$ cat config.mk
export PLATFORM = sky130hd
export DESIGN_NAME = lbs_axis
export DESIGN_NICKNAME = d
export VERILOG_FILES = /design/src/sv/lbs_pkg.sv /design/src/sv/lbs_axis.sv
export SDC_FILE = /design/constraint.sdc
export NUM_CORES = 2
export LEC_CHECK = 0
export BUFFER_PORTS_ARGS = -buffer_cell sky130_fd_sc_hd__buf_2
export CORE_MARGIN = 5
export CORE_UTILIZATION = 59
export CTS_CLUSTER_DIAMETER = 40
export CTS_CLUSTER_SIZE = 30
export DETAILED_ROUTE_END_ITERATION = 10
export GPL_TIMING_DRIVEN = 0
export PLACE_DENSITY = 0.86
export SLEW_MARGIN = 20
export SYNTH_ARGS = -nofsm -noshare
export SYNTH_HDL_FRONTEND = slang
export SYNTH_SLANG_ARGS = --single-unit
$ cat constraint.sdc
create_clock -name clock -period 8.2 [get_ports clock]
set_input_delay 0.82 -clock clock [delete_from_list [all_inputs] [get_ports clock]]
set_output_delay 0.82 -clock clock [all_outputs]
set_load 0.02 [all_outputs]
$ cat src/sv/lbs_pkg.sv
// Shared constants, codes and types of the letterbox bilinear scaler.
// Depends on nothing; every other file of the block but lbs_ram imports it.
package lbs_pkg;

   localparam int SRC_WIDTH_MAX    = 1024;
   localparam int SRC_HEIGHT_MAX   = 1024;
   localparam int WEIGHT_FRAC_BITS = 8;

   localparam int COORD_BITS = 12;
   localparam int SIZE_BITS  = 11;
   localparam int DST_BITS   = 12;
   localparam int PIXEL_BITS = 24;
   localparam int CH_BITS    = 8;

   localparam int COL_BITS   = $clog2(SRC_WIDTH_MAX);
   localparam int ROW_BITS   = $clog2(SRC_HEIGHT_MAX);
   localparam int IDX_BITS   = SIZE_BITS - 1;
   localparam int BANK_ABITS = COL_BITS + ROW_BITS - 2;
   localparam int BANK_DEPTH = 1 << BANK_ABITS;

   localparam int FRAC       = WEIGHT_FRAC_BITS;
   localparam int ONE        = 1 << FRAC;
   localparam int PROD_BITS  = COORD_BITS + IDX_BITS;
   localparam int NUM_BITS   = PROD_BITS + FRAC;
   localparam int RECIP_BITS = NUM_BITS + 1;
   localparam int Q_BITS     = IDX_BITS + FRAC;
   localparam int R_BITS     = COORD_BITS + 1;
   localparam int W_BITS     = FRAC + 2;
   localparam int WT_BITS    = 2 * W_BITS;
   localparam int ACC_BITS   = WT_BITS + CH_BITS + 3;

   localparam int GAIN_NUM   = 461;
   localparam int GAIN_BITS  = 9;
   localparam int GAIN_SHIFT = 2 * FRAC + 9;
   localparam int GP_BITS    = ACC_BITS + GAIN_BITS;

   localparam logic [PIXEL_BITS-1:0] COLOR_BLUE  = 24'h0000FF;
   localparam logic [PIXEL_BITS-1:0] COLOR_BLACK = 24'h000000;

   localparam logic OP_WRITE   = 1'b0;
   localparam logic OP_REQUEST = 1'b1;

   localparam logic [2:0] KIND_WRITE = 3'd0;
   localparam logic [2:0] KIND_BLUE  = 3'd1;
   localparam logic [2:0] KIND_BLACK = 3'd2;
   localparam logic [2:0] KIND_RAW   = 3'd3;
   localparam logic [2:0] KIND_BLEND = 3'd4;

   localparam logic [1:0] REG_SRC_WIDTH  = 2'd0;
   localparam logic [1:0] REG_SRC_HEIGHT = 2'd1;
   localparam logic [1:0] REG_DST_WIDTH  = 2'd2;
   localparam logic [1:0] REG_DST_HEIGHT = 2'd3;

   typedef struct packed {
      logic [COORD_BITS-1:0] lo;
      logic [COORD_BITS-1:0] hi;
      logic [COORD_BITS-1:0] span;
      logic [SIZE_BITS-1:0]  size;
      logic [RECIP_BITS-1:0] recip;
   } axis_geom_type;

   typedef struct packed {
      logic                  op;
      logic                  raw;
      logic [COORD_BITS-1:0] x;
      logic [COORD_BITS-1:0] y;
      logic [PIXEL_BITS-1:0] pix;
   } item_type;

endpackage

$ cat src/sv/lbs_axis.sv
// Five-stage coordinate mapper for one axis: window test, source position by
// reciprocal multiply with one correction, index clamp and weights. Uses lbs_pkg.
module lbs_axis import lbs_pkg::*; (
   input  logic                        clock,
   input  logic                        adv,
   input  logic [COORD_BITS-1:0]       coord,
   input  axis_geom_type               geom,
   output logic [IDX_BITS-1:0]         idx,
   output logic signed [W_BITS-1:0]    w0,
   output logic signed [W_BITS-1:0]    w1,
   output logic                        outside
);

   localparam int PW = NUM_BITS + RECIP_BITS;

   logic [COORD_BITS-1:0]     off1_ff;
   logic [NUM_BITS-1:0]       n2_ff, n3_ff;
   logic [Q_BITS-1:0]         q3_ff, q4_ff;
   logic [R_BITS-1:0]         r4_ff;
   logic [4:0]                out_ff;
   logic [IDX_BITS-1:0]       idx_ff;
   logic signed [W_BITS-1:0]  w0_ff, w1_ff;

   logic [PROD_BITS-1:0]      prod_in;
   logic [PW-1:0]             nr_in;
   logic [NUM_BITS-1:0]       qs_in;
   logic [Q_BITS-1:0]         u_in;
   logic [IDX_BITS-1:0]       lim, idx_in;
   logic [FRAC:0]             d;
   logic signed [W_BITS-1:0]  e, w0_in, w1_in;

   always_comb begin
      prod_in = PROD_BITS'(off1_ff) * PROD_BITS'(geom.size);
      nr_in   = PW'(n2_ff) * PW'(geom.recip);
      qs_in   = NUM_BITS'(q3_ff) * NUM_BITS'(geom.span);
   end

   // The estimate is at most one low, so a single compare fixes it.
   always_comb begin
      u_in = q4_ff + Q_BITS'(r4_ff >= R_BITS'(geom.span));
      lim  = IDX_BITS'(geom.size - SIZE_BITS'(2));
      if (u_in[Q_BITS-1:FRAC] > lim) begin
         idx_in = lim;
         d      = (FRAC+1)'(u_in - {lim, FRAC'(0)});
      end else begin
         idx_in = u_in[Q_BITS-1:FRAC];
         d      = {1'b0, u_in[FRAC-1:0]};
      end
      e     = $signed(W_BITS'(d)) - W_BITS'(ONE);
      if (e < 0) e = -e;
      w0_in = W_BITS'(ONE) - $signed(W_BITS'(d));
      w1_in = W_BITS'(ONE) - e;
   end

   always_ff @(posedge clock) begin
      if (adv) begin
         off1_ff <= coord - geom.lo;
         out_ff  <= {out_ff[3:0], (coord < geom.lo) || (coord >= geom.hi)};
         n2_ff   <= {prod_in, FRAC'(0)};
         n3_ff   <= n2_ff;
         q3_ff   <= nr_in[NUM_BITS +: Q_BITS];
         q4_ff   <= q3_ff;
         r4_ff   <= R_BITS'(n3_ff - qs_in);
         idx_ff  <= idx_in;
         w0_ff   <= w0_in;
         w1_ff   <= w1_in;
      end
   end

   assign idx     = idx_ff;
   assign w0      = w0_ff;
   assign w1      = w1_ff;
   assign outside = out_ff[4];

endmodule

==> flow_metrics.tcl <==
set metrics [dict create \
    via_per_inst 5.61 \
    routed-via-count 22300 \
    cp-start-kind "register" \
    cts-root-buf "clkbuf_16" \
    drc 0 \
    slew_viol_final 0 \
    cts_tree "built" \
    yosys_warnings 0 \
    yosysMostFrequentCell "inv_1" \
    grt_use_met2_pct 48.9 \
    yosys-top-cells-area "fa_1 (43%), edfxtp_1 (12%), ha_1 (11%)" \
    initial_core_util_pct 59.6 \
    cts_buffers 17 \
    antenna_found_initial 3 \
    cts_hold_buf 0 \
    min_period_ps 8080 \
    wl_per_cell_um 19.5 \
    setup_violations 0 \
    dp.final_hpwl_um 63800 \
    synth_top_area_share_pct 43.1 \
    final_nets 4265 \
    crit_start "n2_ff[22]" \
    die_w_um 235 \
    die_height_um 235 \
    grt_pass1_vias 24200 \
    ioPinCount 123 \
    wl_um 77300 \
    synth_cell_type_count 53 \
    crit_slowest_cell "edfxtp_1" \
    finalHoldViolCount 0 \
    insertion_delay_ps 430 \
    ys_seq_area_share_pct 12.3 \
    antenna_left 0 \
    track_usage_pct 28.4 \
    r2r_start "n2_ff[22]" \
    fin_crit_sh_pct 98.5 \
    crit_path_end "q3_ff[16]" \
    end_kind "register" \
    netlist_area_um2 29900 \
    crit_family "adder cells" \
    path_clk_slew_ps 60 \
    met3_usage_pct 5.17 \
    drtIter0Drc 2111 \
    path_max_fanout 10 \
    worst_ep_arrival_time_ps 8260 \
    maxCapViolCount 0 \
    finalClockSkew_ps 8.94 \
    nFillCells 3859 \
    yosysTopAreaCell "fa_1" \
    grt-ovfl-total 0 \
    avgSynthCellArea_um2 9.50 \
    hp-class "register to register" \
    yosys-top-cells-count "inv_1 (682), fa_1 (643), nand2_1 (508)" \
    multi_input_area_um2 23100 \
    r2r-end "q3_ff[16]" \
    place_congestion 0.995 \
    utilization_pct 63.9 \
    cp.required_ps 8390 \
    ctsHtreeMaxLevel 4 \
    r2r_slack_ps 120 \
    syn2layout_area_growth_pct 7.31 \
    ys_async_sr_fraction_pct 0 \
    final.setup.tns_ps 0 \
    port_buffers 116 \
    die_area_um2 55300 \
    grt_max_degree 88 \
    outcome "complete, no violations" \
    use_met1_pct 34.6 \
    crit_chain "clkbuf_2, nand2_1, fa_1, inv_1, fa_1, inv_1, fa_1, inv_1, fa_1, fa_1, fa_1, fa_2, ha_1, nand4_1, inv_1, a221o_1, a21oi_4, o22ai_2, a221o_1, o32a_1, a21o_1, a41o_1, o31a_1, xor2_1" \
    tightestPinTransition_ps 819 \
    core_um2 50200 \
    mappedNetlistNets 4134 \
    grt_pass1_wl_um 124000 \
    clk_path_buf_depth 2 \
    holdPathStages 0 \
    cts.sinks 122 \
    cpPeakStageDelay_ps 740 \
    crit_path_frequent_cell "fa_1" \
    cp.depth 24 \
    synth_edf_count 122 \
    grt.busiest_layer "met2" \
    relSlewSlack_pct 45.4 \
    r2r_cells 24 \
    ys_ff_latch 122 \
    critPathKind "register to register" \
    ys.flop_type "edfxtp_1" \
    drive_gt1_share_pct 6.59 \
    postSynthCellCount 3147 \
    row_count 82 \
    first_pass_iters 6 \
    fmax_mhz 124 \
    worst-path-buf-inv 5 \
    regArea_um2 3660 \
]
-- state kept, by name (all words and copies together) (netlist names) --
register,count
q3_ff,18
idx,10
q4_ff,18
out_ff,5
off1_ff,12
w0,10
r4_ff,13
n2_ff,22
n3_ff,5
w1,9
-- area by class of cell --
class / count / share of cell area [%]
Multi-Input combinational cell: 2193 / 72.1
Sequential cell: 122 / 11.4
Inverter: 682 / 7.98
Antenna cell: 3 / 0.0234
Clock inverter: 13 / 0.449
Tap cell: 672 / 2.62
Timing Repair Buffer: 124 / 2.12
Clock buffer: 19 / 1.35
Buffer: 138 / 1.93
-- how the worst min path moves through the flow --
stage | slack [ps] | startpoint | end
after detailed placement | 410 | out_ff[3] | out_ff[4]
after global routing | 420 | q3_ff[13] | q4_ff[13]
after floorplan | 400 | out_ff[0] | out_ff[1]
after CTS | 410 | q3_ff[13] | q4_ff[13]
after global placement | 400 | out_ff[3] | out_ff[4]
final | 420 | q3_ff[13] | q4_ff[13]
-- cells by family after synthesis --
group | after synthesis | synth area share (%)
multiplexers | 1 | 0.0335
flip-flops | 122 | 12.3
adder cells (fa/ha/maj) | 895 | 53.6
XOR/XNOR | 140 | 4.10
buffers and inverters | 832 | 10.5
AND/OR/NAND/NOR | 1008 | 16.2
AO/OA/AOI/OAI | 149 | 3.32
-- layer usage --
layer | routed length (um) | share of wire, % | vias to the layer above
met5 | 0 | 0 | -
met4 | 4920 | 6.4 | 0
met3 | 7010 | 9.1 | 318
met2 | 38000 | 49 | 1171
met1 | 27300 | 35 | 11200
li1 | - | - | 9586
-- cell usage in the layout, fill, tap and decap left out, types with 4 or more instances in the layout --
master and instances:
nor4_1 4, clkbuf_4 11, nor2_1 61, a21boi_0 6, a31oi_1 4, or3_1 6, nand4_1 5, and3_1 10
nand2_1 508, fa_1 642, clkinv_4 4, buf_4 9, clkbuf_1 84, inv_1 682, o21a_1 12, and2_1 347
xnor2_1 101, clkbuf_16 17, ha_1 252, edfxtp_1 122, a21oi_1 44, o21bai_1 8, nor2b_1 13, xor2_1 39
nor3_1 14, or2_2 4, buf_2 127, clkbuf_2 28, a21o_1 21, a211oi_1 4, nand2b_1 11, nand3_1 20
o21ai_0 17
-- stage by stage --
step                      cells  hold slack (ps)  setup WS (ps)  instance area, um^2
final                      3966              416            125                32100
after detailed placement   3936              406           -885                31400
after global placement     3935              400           -772                31300
after global routing       3963              421          -30.5                32100
after CTS                  3961              414          0.572                31900
after floorplan            3147              400            527                29900
-- what timing repair did --
action,in CTS,in global routing
cloned,0,0
endpoints found under the setup margin,5,8
hold endpoints to repair,0,0
resized for setup,28,97
pin swaps,0,1
buffers inserted,0,7
Power is left out: the tool's default activity adds up to more than one toggle a clock period on the data nets, which glitch-free logic cannot reach.
