==> config.mk <==
export PLATFORM = sky130hd
export DESIGN_NAME = lbs_geom
export DESIGN_NICKNAME = d
export VERILOG_FILES = /design/src/sv/lbs_pkg.sv /design/src/sv/lbs_geom.sv
export SDC_FILE = /design/constraint.sdc
export NUM_CORES = 1
export LEC_CHECK = 0
export CAP_MARGIN = 20
export CORE_MARGIN = 2
export CORE_UTILIZATION = 50
export CTS_CLUSTER_DIAMETER = 80
export DETAILED_ROUTE_END_ITERATION = 8
export DONT_BUFFER_PORTS = 1
export HOLD_SLACK_MARGIN = 0.12
export SYNTH_ARGS = -nofsm -noshare
export SYNTH_HDL_FRONTEND = slang
export SYNTH_SLANG_ARGS = --single-unit
==> constraint.sdc <==
create_clock -name clock -period 13.2 [get_ports clock]
set_input_delay 3.96 -clock clock [delete_from_list [all_inputs] [get_ports clock]]
set_output_delay 3.96 -clock clock [all_outputs]
set_load 0.01 [all_outputs]
==> src/sv/lbs_pkg.sv <==
// Shared constants, codes and types of the letterbox bilinear scaler.
// Depends on nothing; every other file of the block but lbs_ram imports it.
package lbs_pkg;

   localparam int SRC_WIDTH_MAX    = 1024;
   localparam int SRC_HEIGHT_MAX   = 1024;
   localparam int WEIGHT_FRAC_BITS = 8;

   localparam int COORD_BITS = 12;
   localparam int SIZE_BITS  = 11;
   localparam int DST_BITS   = 12;
   localparam int PIXEL_BITS = 24;
   localparam int CH_BITS    = 8;

   localparam int COL_BITS   = $clog2(SRC_WIDTH_MAX);
   localparam int ROW_BITS   = $clog2(SRC_HEIGHT_MAX);
   localparam int IDX_BITS   = SIZE_BITS - 1;
   localparam int BANK_ABITS = COL_BITS + ROW_BITS - 2;
   localparam int BANK_DEPTH = 1 << BANK_ABITS;

   localparam int FRAC       = WEIGHT_FRAC_BITS;
   localparam int ONE        = 1 << FRAC;
   localparam int PROD_BITS  = COORD_BITS + IDX_BITS;
   localparam int NUM_BITS   = PROD_BITS + FRAC;
   localparam int RECIP_BITS = NUM_BITS + 1;
   localparam int Q_BITS     = IDX_BITS + FRAC;
   localparam int R_BITS     = COORD_BITS + 1;
   localparam int W_BITS     = FRAC + 2;
   localparam int WT_BITS    = 2 * W_BITS;
   localparam int ACC_BITS   = WT_BITS + CH_BITS + 3;

   localparam int GAIN_NUM   = 461;
   localparam int GAIN_BITS  = 9;
   localparam int GAIN_SHIFT = 2 * FRAC + 9;
   localparam int GP_BITS    = ACC_BITS + GAIN_BITS;

   localparam logic [PIXEL_BITS-1:0] COLOR_BLUE  = 24'h0000FF;
   localparam logic [PIXEL_BITS-1:0] COLOR_BLACK = 24'h000000;

   localparam logic OP_WRITE   = 1'b0;
   localparam logic OP_REQUEST = 1'b1;

   localparam logic [2:0] KIND_WRITE = 3'd0;
   localparam logic [2:0] KIND_BLUE  = 3'd1;
   localparam logic [2:0] KIND_BLACK = 3'd2;
   localparam logic [2:0] KIND_RAW   = 3'd3;
   localparam logic [2:0] KIND_BLEND = 3'd4;

   localparam logic [1:0] REG_SRC_WIDTH  = 2'd0;
   localparam logic [1:0] REG_SRC_HEIGHT = 2'd1;
   localparam logic [1:0] REG_DST_WIDTH  = 2'd2;
   localparam logic [1:0] REG_DST_HEIGHT = 2'd3;

   typedef struct packed {
      logic [COORD_BITS-1:0] lo;
      logic [COORD_BITS-1:0] hi;
      logic [COORD_BITS-1:0] span;
      logic [SIZE_BITS-1:0]  size;
      logic [RECIP_BITS-1:0] recip;
   } axis_geom_type;

   typedef struct packed {
      logic                  op;
      logic                  raw;
      logic [COORD_BITS-1:0] x;
      logic [COORD_BITS-1:0] y;
      logic [PIXEL_BITS-1:0] pix;
   } item_type;

endpackage

==> src/sv/lbs_geom.sv <==
// Geometry sequencer: margins, fitted window and per-axis reciprocals,
// computed with one shared bit-serial divider. Depends on lbs_pkg.
module lbs_geom import lbs_pkg::*; (
   input  logic                  clock,
   input  logic                  reset,
   input  logic                  start,
   input  logic [SIZE_BITS-1:0]  src_width,
   input  logic [SIZE_BITS-1:0]  src_height,
   input  logic [DST_BITS-1:0]   dst_width,
   input  logic [DST_BITS-1:0]   dst_height,
   output logic                  busy,
   output axis_geom_type         geom_x,
   output axis_geom_type         geom_y
);

   localparam logic [2:0] ST_IDLE   = 3'd0;
   localparam logic [2:0] ST_PROD   = 3'd1;
   localparam logic [2:0] ST_SETUP  = 3'd2;
   localparam logic [2:0] ST_MARGIN = 3'd3;
   localparam logic [2:0] ST_LOADX  = 3'd4;
   localparam logic [2:0] ST_RECX   = 3'd5;
   localparam logic [2:0] ST_LOADY  = 3'd6;
   localparam logic [2:0] ST_RECY   = 3'd7;

   localparam int DIV_BITS = RECIP_BITS;
   localparam int DEN_BITS = COORD_BITS;
   localparam int CNT_BITS = $clog2(DIV_BITS + 1);
   localparam int AB_BITS  = SIZE_BITS + DST_BITS;

   logic [2:0]            state_ff;
   logic [AB_BITS-1:0]    a_ff, b_ff;
   logic                  wide_ff;
   logic [DEN_BITS-1:0]   rem_ff, den_ff;
   logic [DIV_BITS-1:0]   quo_ff;
   logic [CNT_BITS-1:0]   cnt_ff;
   axis_geom_type         gx_ff, gy_ff;

   logic [SIZE_BITS-1:0]  w, h;
   logic [DST_BITS-1:0]   dw, dh;
   logic [DEN_BITS:0]     trial;
   logic                  ge;
   logic [DEN_BITS-1:0]   rem_in;
   logic [DIV_BITS-1:0]   quo_in;
   logic                  done;
   logic [COORD_BITS-1:0] mx, my, x1, y1;

   always_comb begin
      w = src_width;
      if (src_width < SIZE_BITS'(2)) w = SIZE_BITS'(2);
      else if (src_width > SIZE_BITS'(SRC_WIDTH_MAX)) w = SIZE_BITS'(SRC_WIDTH_MAX);
      h = src_height;
      if (src_height < SIZE_BITS'(2)) h = SIZE_BITS'(2);
      else if (src_height > SIZE_BITS'(SRC_HEIGHT_MAX)) h = SIZE_BITS'(SRC_HEIGHT_MAX);
      dw = (dst_width == '0) ? DST_BITS'(1) : dst_width;
      dh = (dst_height == '0) ? DST_BITS'(1) : dst_height;
   end

   // One restoring-division step per cycle, dividend shifted in MSB first.
   always_comb begin
      trial  = {rem_ff, quo_ff[DIV_BITS-1]};
      ge     = trial >= {1'b0, den_ff};
      rem_in = ge ? DEN_BITS'(trial - {1'b0, den_ff}) : trial[DEN_BITS-1:0];
      quo_in = {quo_ff[DIV_BITS-2:0], ge};
      done   = cnt_ff == CNT_BITS'(DIV_BITS);
   end

   always_comb begin
      mx = wide_ff ? '0 : quo_ff[COORD_BITS-1:0];
      my = wide_ff ? quo_ff[COORD_BITS-1:0] : '0;
      x1 = mx >> 1;
      y1 = my >> 1;
   end

   always_ff @(posedge clock) begin
      if (reset) begin
         state_ff <= ST_PROD;
      end else if (start) begin
         state_ff <= ST_PROD;
      end else begin
         case (state_ff)
            ST_IDLE: begin
               state_ff <= ST_IDLE;
            end
            ST_PROD: begin
               state_ff <= ST_SETUP;
            end
            ST_SETUP: begin
               state_ff <= ST_MARGIN;
            end
            ST_MARGIN: begin
               if (done) state_ff <= ST_LOADX;
            end
            ST_LOADX: begin
               state_ff <= ST_RECX;
            end
            ST_RECX: begin
               if (done) state_ff <= ST_LOADY;
            end
            ST_LOADY: begin
               state_ff <= ST_RECY;
            end
            ST_RECY: begin
               if (done) state_ff <= ST_IDLE;
            end
            default: begin
               state_ff <= ST_IDLE;
            end
         endcase
      end
   end

   always_ff @(posedge clock) begin
      case (state_ff)
         ST_PROD: begin
            a_ff <= AB_BITS'(w) * AB_BITS'(dh);
            b_ff <= AB_BITS'(dw) * AB_BITS'(h);
         end
         ST_SETUP: begin
            wide_ff    <= a_ff > b_ff;
            rem_ff     <= '0;
            quo_ff     <= (a_ff > b_ff) ? DIV_BITS'(a_ff - b_ff) : DIV_BITS'(b_ff - a_ff);
            den_ff     <= (a_ff > b_ff) ? DEN_BITS'(w) : DEN_BITS'(h);
            cnt_ff     <= '0;
            gx_ff.size <= w;
            gy_ff.size <= h;
         end
         ST_MARGIN, ST_RECX, ST_RECY: begin
            if (!done) begin
               rem_ff <= rem_in;
               quo_ff <= quo_in;
               cnt_ff <= cnt_ff + CNT_BITS'(1);
            end else if (state_ff == ST_MARGIN) begin
               gx_ff.lo   <= x1;
               gx_ff.hi   <= dw - x1;
               gx_ff.span <= dw - {x1[COORD_BITS-2:0], 1'b0};
               gy_ff.lo   <= y1;
               gy_ff.hi   <= dh - y1;
               gy_ff.span <= dh - {y1[COORD_BITS-2:0], 1'b0};
            end else if (state_ff == ST_RECX) begin
               gx_ff.recip <= quo_ff;
            end else begin
               gy_ff.recip <= quo_ff;
            end
         end
         ST_LOADX, ST_LOADY: begin
            rem_ff <= '0;
            quo_ff <= {1'b1, NUM_BITS'(0)};
            den_ff <= (state_ff == ST_LOADX) ? gx_ff.span : gy_ff.span;
            cnt_ff <= '0;
         end
         default: begin
            cnt_ff <= cnt_ff;
         end
      endcase
   end

   assign busy   = state_ff != ST_IDLE;
   assign geom_x = gx_ff;
   assign geom_y = gy_ff;

endmodule

==> summary.md <==
| Metric | Value |
|---|---|
| Weighted congestion reported at the end of routability-driven placement | `0.8953` |
| Total die area | `0.04740 mm^2` |
| Number of flip-flops and latches in the synthesized netlist | `264` |
| Boundary pin count | `206` |
| MaxCap Viol Count | `0` |
| Count of pins over their slew limit | `0` |
| NumNets Final | `2649` |
| Clock network latency to the later pin of the worst-skew pair | `0.58 ns` |
| Timing startpoint of the critical path | `src_width[6]` |
| Achievable Freq | `89.72 MHz` |
| Most used cell, CP | `sky130_fd_sc_hd__fa_1` |
| Post-synth top area cell | `sky130_fd_sc_hd__edfxtp_1` |
| Level count of the clock H-tree | `1` |
| Result of the run | `completed` |
| Kind of start point of the critical path | `input port` |
| Endpoint type of the worst setup path | `flip-flop` |
| Fill count | `4021` |
| P_leak | `11.00 nW` |
| Number of global-route vias before repair | `15840` |
| Hold path endpoint | `geom_x[18]` |
| Bufs on Longest Clock Path | `3` |
| Logic gate share of total power | `50.6%` |
| Part of the total power dissipated in the clock network | `20.0%` |
| Final count of hold timing violations | `0` |
| Internal power component | `2.489 mW` |
| Gates resized, CTS repair | `0` |
| Cell type of the slowest stage on the worst timing path | `sky130_fd_sc_hd__nor4_1` |
| Count leader, synth | `sky130_fd_sc_hd__inv_1` |
| Initial cell density of the core | `50.54%` |
| Setup violations, final | `0` |
| List of most frequent post-synthesis cells | `358 x sky130_fd_sc_hd__inv_1, 261 x sky130_fd_sc_hd__edfxtp_1, 224 x sky130_fd_sc_hd__ha_1` |
| Mean cell area of the mapped netlist | `10.19 um^2` |
| Worst setup slack for register-to-register paths | `9.24 ns` |
| Area after detailed placement | `0.02331 mm^2` |
| Antenna violation net count after detailed routing | `0` |
| Final-layout worst hold slack | `0.4780 ns` |
| Transition time of the tightest slew-check pin | `1.032 ns` |
| Worst Hold Depth | `0` |
| Clock slew at the register clock pins of the worst setup and hold paths | `0.06 ns` |
| Floorplan Core Area | `0.04519 mm^2` |
| Power density over the cells | `172.9 mW/mm^2` |
| Portion of the post-synthesis area used by sequential elements | `34.58%` |
| Horizontal die dimension | `217.7 um` |
| WS Path Type | `in -> reg` |
| Worst-case setup margin in the final layout | `2.054 ns` |
| Max Clock Skew | `0.03539 ns` |
| Number of buffers inserted to repair setup after CTS | `0` |
| Switching Fraction | `40.86%` |
| RSZ-0062 raised after global routing | `no` |
| Finished layout cell area | `0.02435 mm^2` |
| Cell Rows | `78` |
| Reg-to-reg critical path startpoint | `a_ff[0]` |
| Clock tree from TritonCTS | `built` |
| Post-detailed-route DRC marker count | `0` |
| Post-synth top flop | `sky130_fd_sc_hd__edfxtp_1` |
| Required time at the worst-slack endpoint | `13.51 ns` |
| Input/output buffers | `0` |
| CP max stage delay | `0.84 ns` |
| Die Y-Extent | `217.7 um` |
| Delay-heaviest family, CP | `adder cells` |
| Via Count | `15740` |
| Number of buffer and inverter stages on the critical path | `3` |
| RR Endpoint | `quo_ff[3]` |
| Yosys top cell area share | `34.32%` |
| Fraction of the cycle the final worst path needs | `84.44%` |
| CTS buffer count | `30` |
| Global router's overall resource usage | `24.34%` |
| Setup TNS after final layout | `0 ns` |
| Maximum resistive drop on vdd | `0.08255 mV` |
| Power share of the sequential group | `29.4%` |
| First-pass GRT wire length | `89270 um` |
| Count of warnings emitted by yosys | `0` |
| Number of synthesized flops with an enable pin | `261` |
| Cell at the root of the clock tree | `sky130_fd_sc_hd__clkbuf_16` |
| Max Fanout on Critical Path | `12` |
| Detailed-router iteration count before antenna repair | `5` |
| Worst Hold Launch | `quo_ff[18]` |
| Diode count | `0` |
| Count of clock tree sinks | `264` |
| Tmin final | `11.15 ns` |
| Distinct cells, synth | `84` |
| Path type of the worst min-delay path | `reg -> reg` |
| Layout overhead on the synthesized area | `6.613%` |
| Largest net degree at the start of global routing | `71` |
| Max_slew headroom | `31.04%` |
| Synthesized netlist cell count | `2242` |
| Net switching power | `1.720 mW` |
| Hold-fix buffer count after cts | `0` |
| Routed len/inst | `20.35 um` |
| Iter 0 DRT Violations | `1217` |
| Crit path DAT | `11.45 ns` |
| Fraction of layout cells with a size suffix above 1 | `4.650%` |
| Pre-CTS WS | `1.541 ns` |
| Total Wirelength | `57280 um` |
| Total half-perimeter wirelength after legalization and detailed placement | `44910 um` |
| Via-to-Cell Ratio | `5.590` |
| End-of-flow core utilization | `53.88%` |
| Total congestion overflow after global routing | `0` |
| Cell Chain, Critical Path | `nor4_1 -> nand3_1 -> o21ai_0 -> and2_1 -> nand2_1 -> fa_1 -> fa_1 -> fa_1 -> inv_1 -> fa_1 -> inv_1 -> fa_1 -> inv_1 -> ha_1 -> o21a_1 -> o2111ai_1 -> o21ai_1 -> a21oi_1 -> o21ai_0 -> or4b_1 -> a31oi_1 -> o21bai_1 -> xnor2_1` |
| Fraction of registers with async set/reset | `0%` |
| Area contributors post-synth | `sky130_fd_sc_hd__edfxtp_1 34%, sky130_fd_sc_hd__fa_1 16%, sky130_fd_sc_hd__ha_1 12%, sky130_fd_sc_hd__inv_1 5.9%, sky130_fd_sc_hd__and2_1 3.9%` |
| Antenna violations before repair | `1` |
| Length in cells of the worst reg-to-reg path | `14` |
| Post-Syn Area | `0.02284 mm^2` |
power groups by stage:
stage	logic [mW]	clock network, mW	registers, mW
floorplan	1.66	0	1.20
global placement	2.11	0	1.26
detailed placement	2.12	0	1.26
CTS	2.14	0.857	1.24
global route	2.39	0.890	1.25
finish	2.13	0.840	1.24
registers in the layout, indices dropped and copies added, names as in the netlist:
signal / count
quo_ff: 31
rem_ff: 12
den_ff: 12
cnt_ff: 5
b_ff: 23
state_ff: 3
geom_y: 77
geom_x: 77
wide_ff: 1
a_ff: 23
layout make-up:
class	count	area, um^2	share of cell area (%)
Multi-Input combinational cell	1513	13150	54.01
Sequential cell	264	7898	32.44
Inverter	359	1350	5.545
Clock buffer	40	818.3	3.361
Tap cell	600	750.7	3.083
Timing Repair Buffer	23	196.4	0.8068
Clock inverter	16	183.9	0.7554
layout by cell type (no fill, tap or decap), drive strengths merged, types with 40 or more instances in the layout:
cell    Yosys  layout
fa        185     185
a21oi     112     112
and2      142     142
a21o       48      48
o21ai      79      79
inv       359     360
nor2      104     104
xnor2      62      62
clkbuf     82      40
edfxtp    261     261
ha        224     224
nand2     190     190
cell families (layout without fill, tap and decap cells):
kind of cell    count (synthesis)  after routing  share of synthesized area, %
xor+xnor                       98             98                         3.758
mux                            31             31                         1.397
flops                         264            264                         34.58
simple gates                  616            616                         13.59
buf+inv                       466            438                         8.016
compound gates                357            357                         10.15
fa+ha+maj                     409            409                         28.49
other cells                     1              2                       0.01642
worst max-delay path by stage:
stage / cells past startpoint / endpoint / slack [ns]
5_1_grt: 23 / a_ff[22] / 1.65
2_1_floorplan: 24 / a_ff[22] / 3.13
3_3_place_gp: 23 / a_ff[22] / 1.65
6_report: 23 / a_ff[22] / 2.05
3_5_place_dp: 23 / a_ff[22] / 1.54
4_1_cts: 23 / a_ff[22] / 2.11
through the flow:
step,power [mW],std cells
2_1_floorplan,2.858,2243
3_3_place_gp,3.365,2756
3_5_place_dp,3.382,2757
4_1_cts,4.238,2813
5_1_grt,4.531,2815
6_report,4.209,2815
routing by layer:
layer	global-route usage (%)	vias up	part of all wire [%]
met4	7.877	0	3.1
li1	-	7335	-
met2	40.48	469	48
met5	0	-	0
met3	3.361	86	6.1
met1	32.95	7846	43
(Power assumes the default switching activity.)
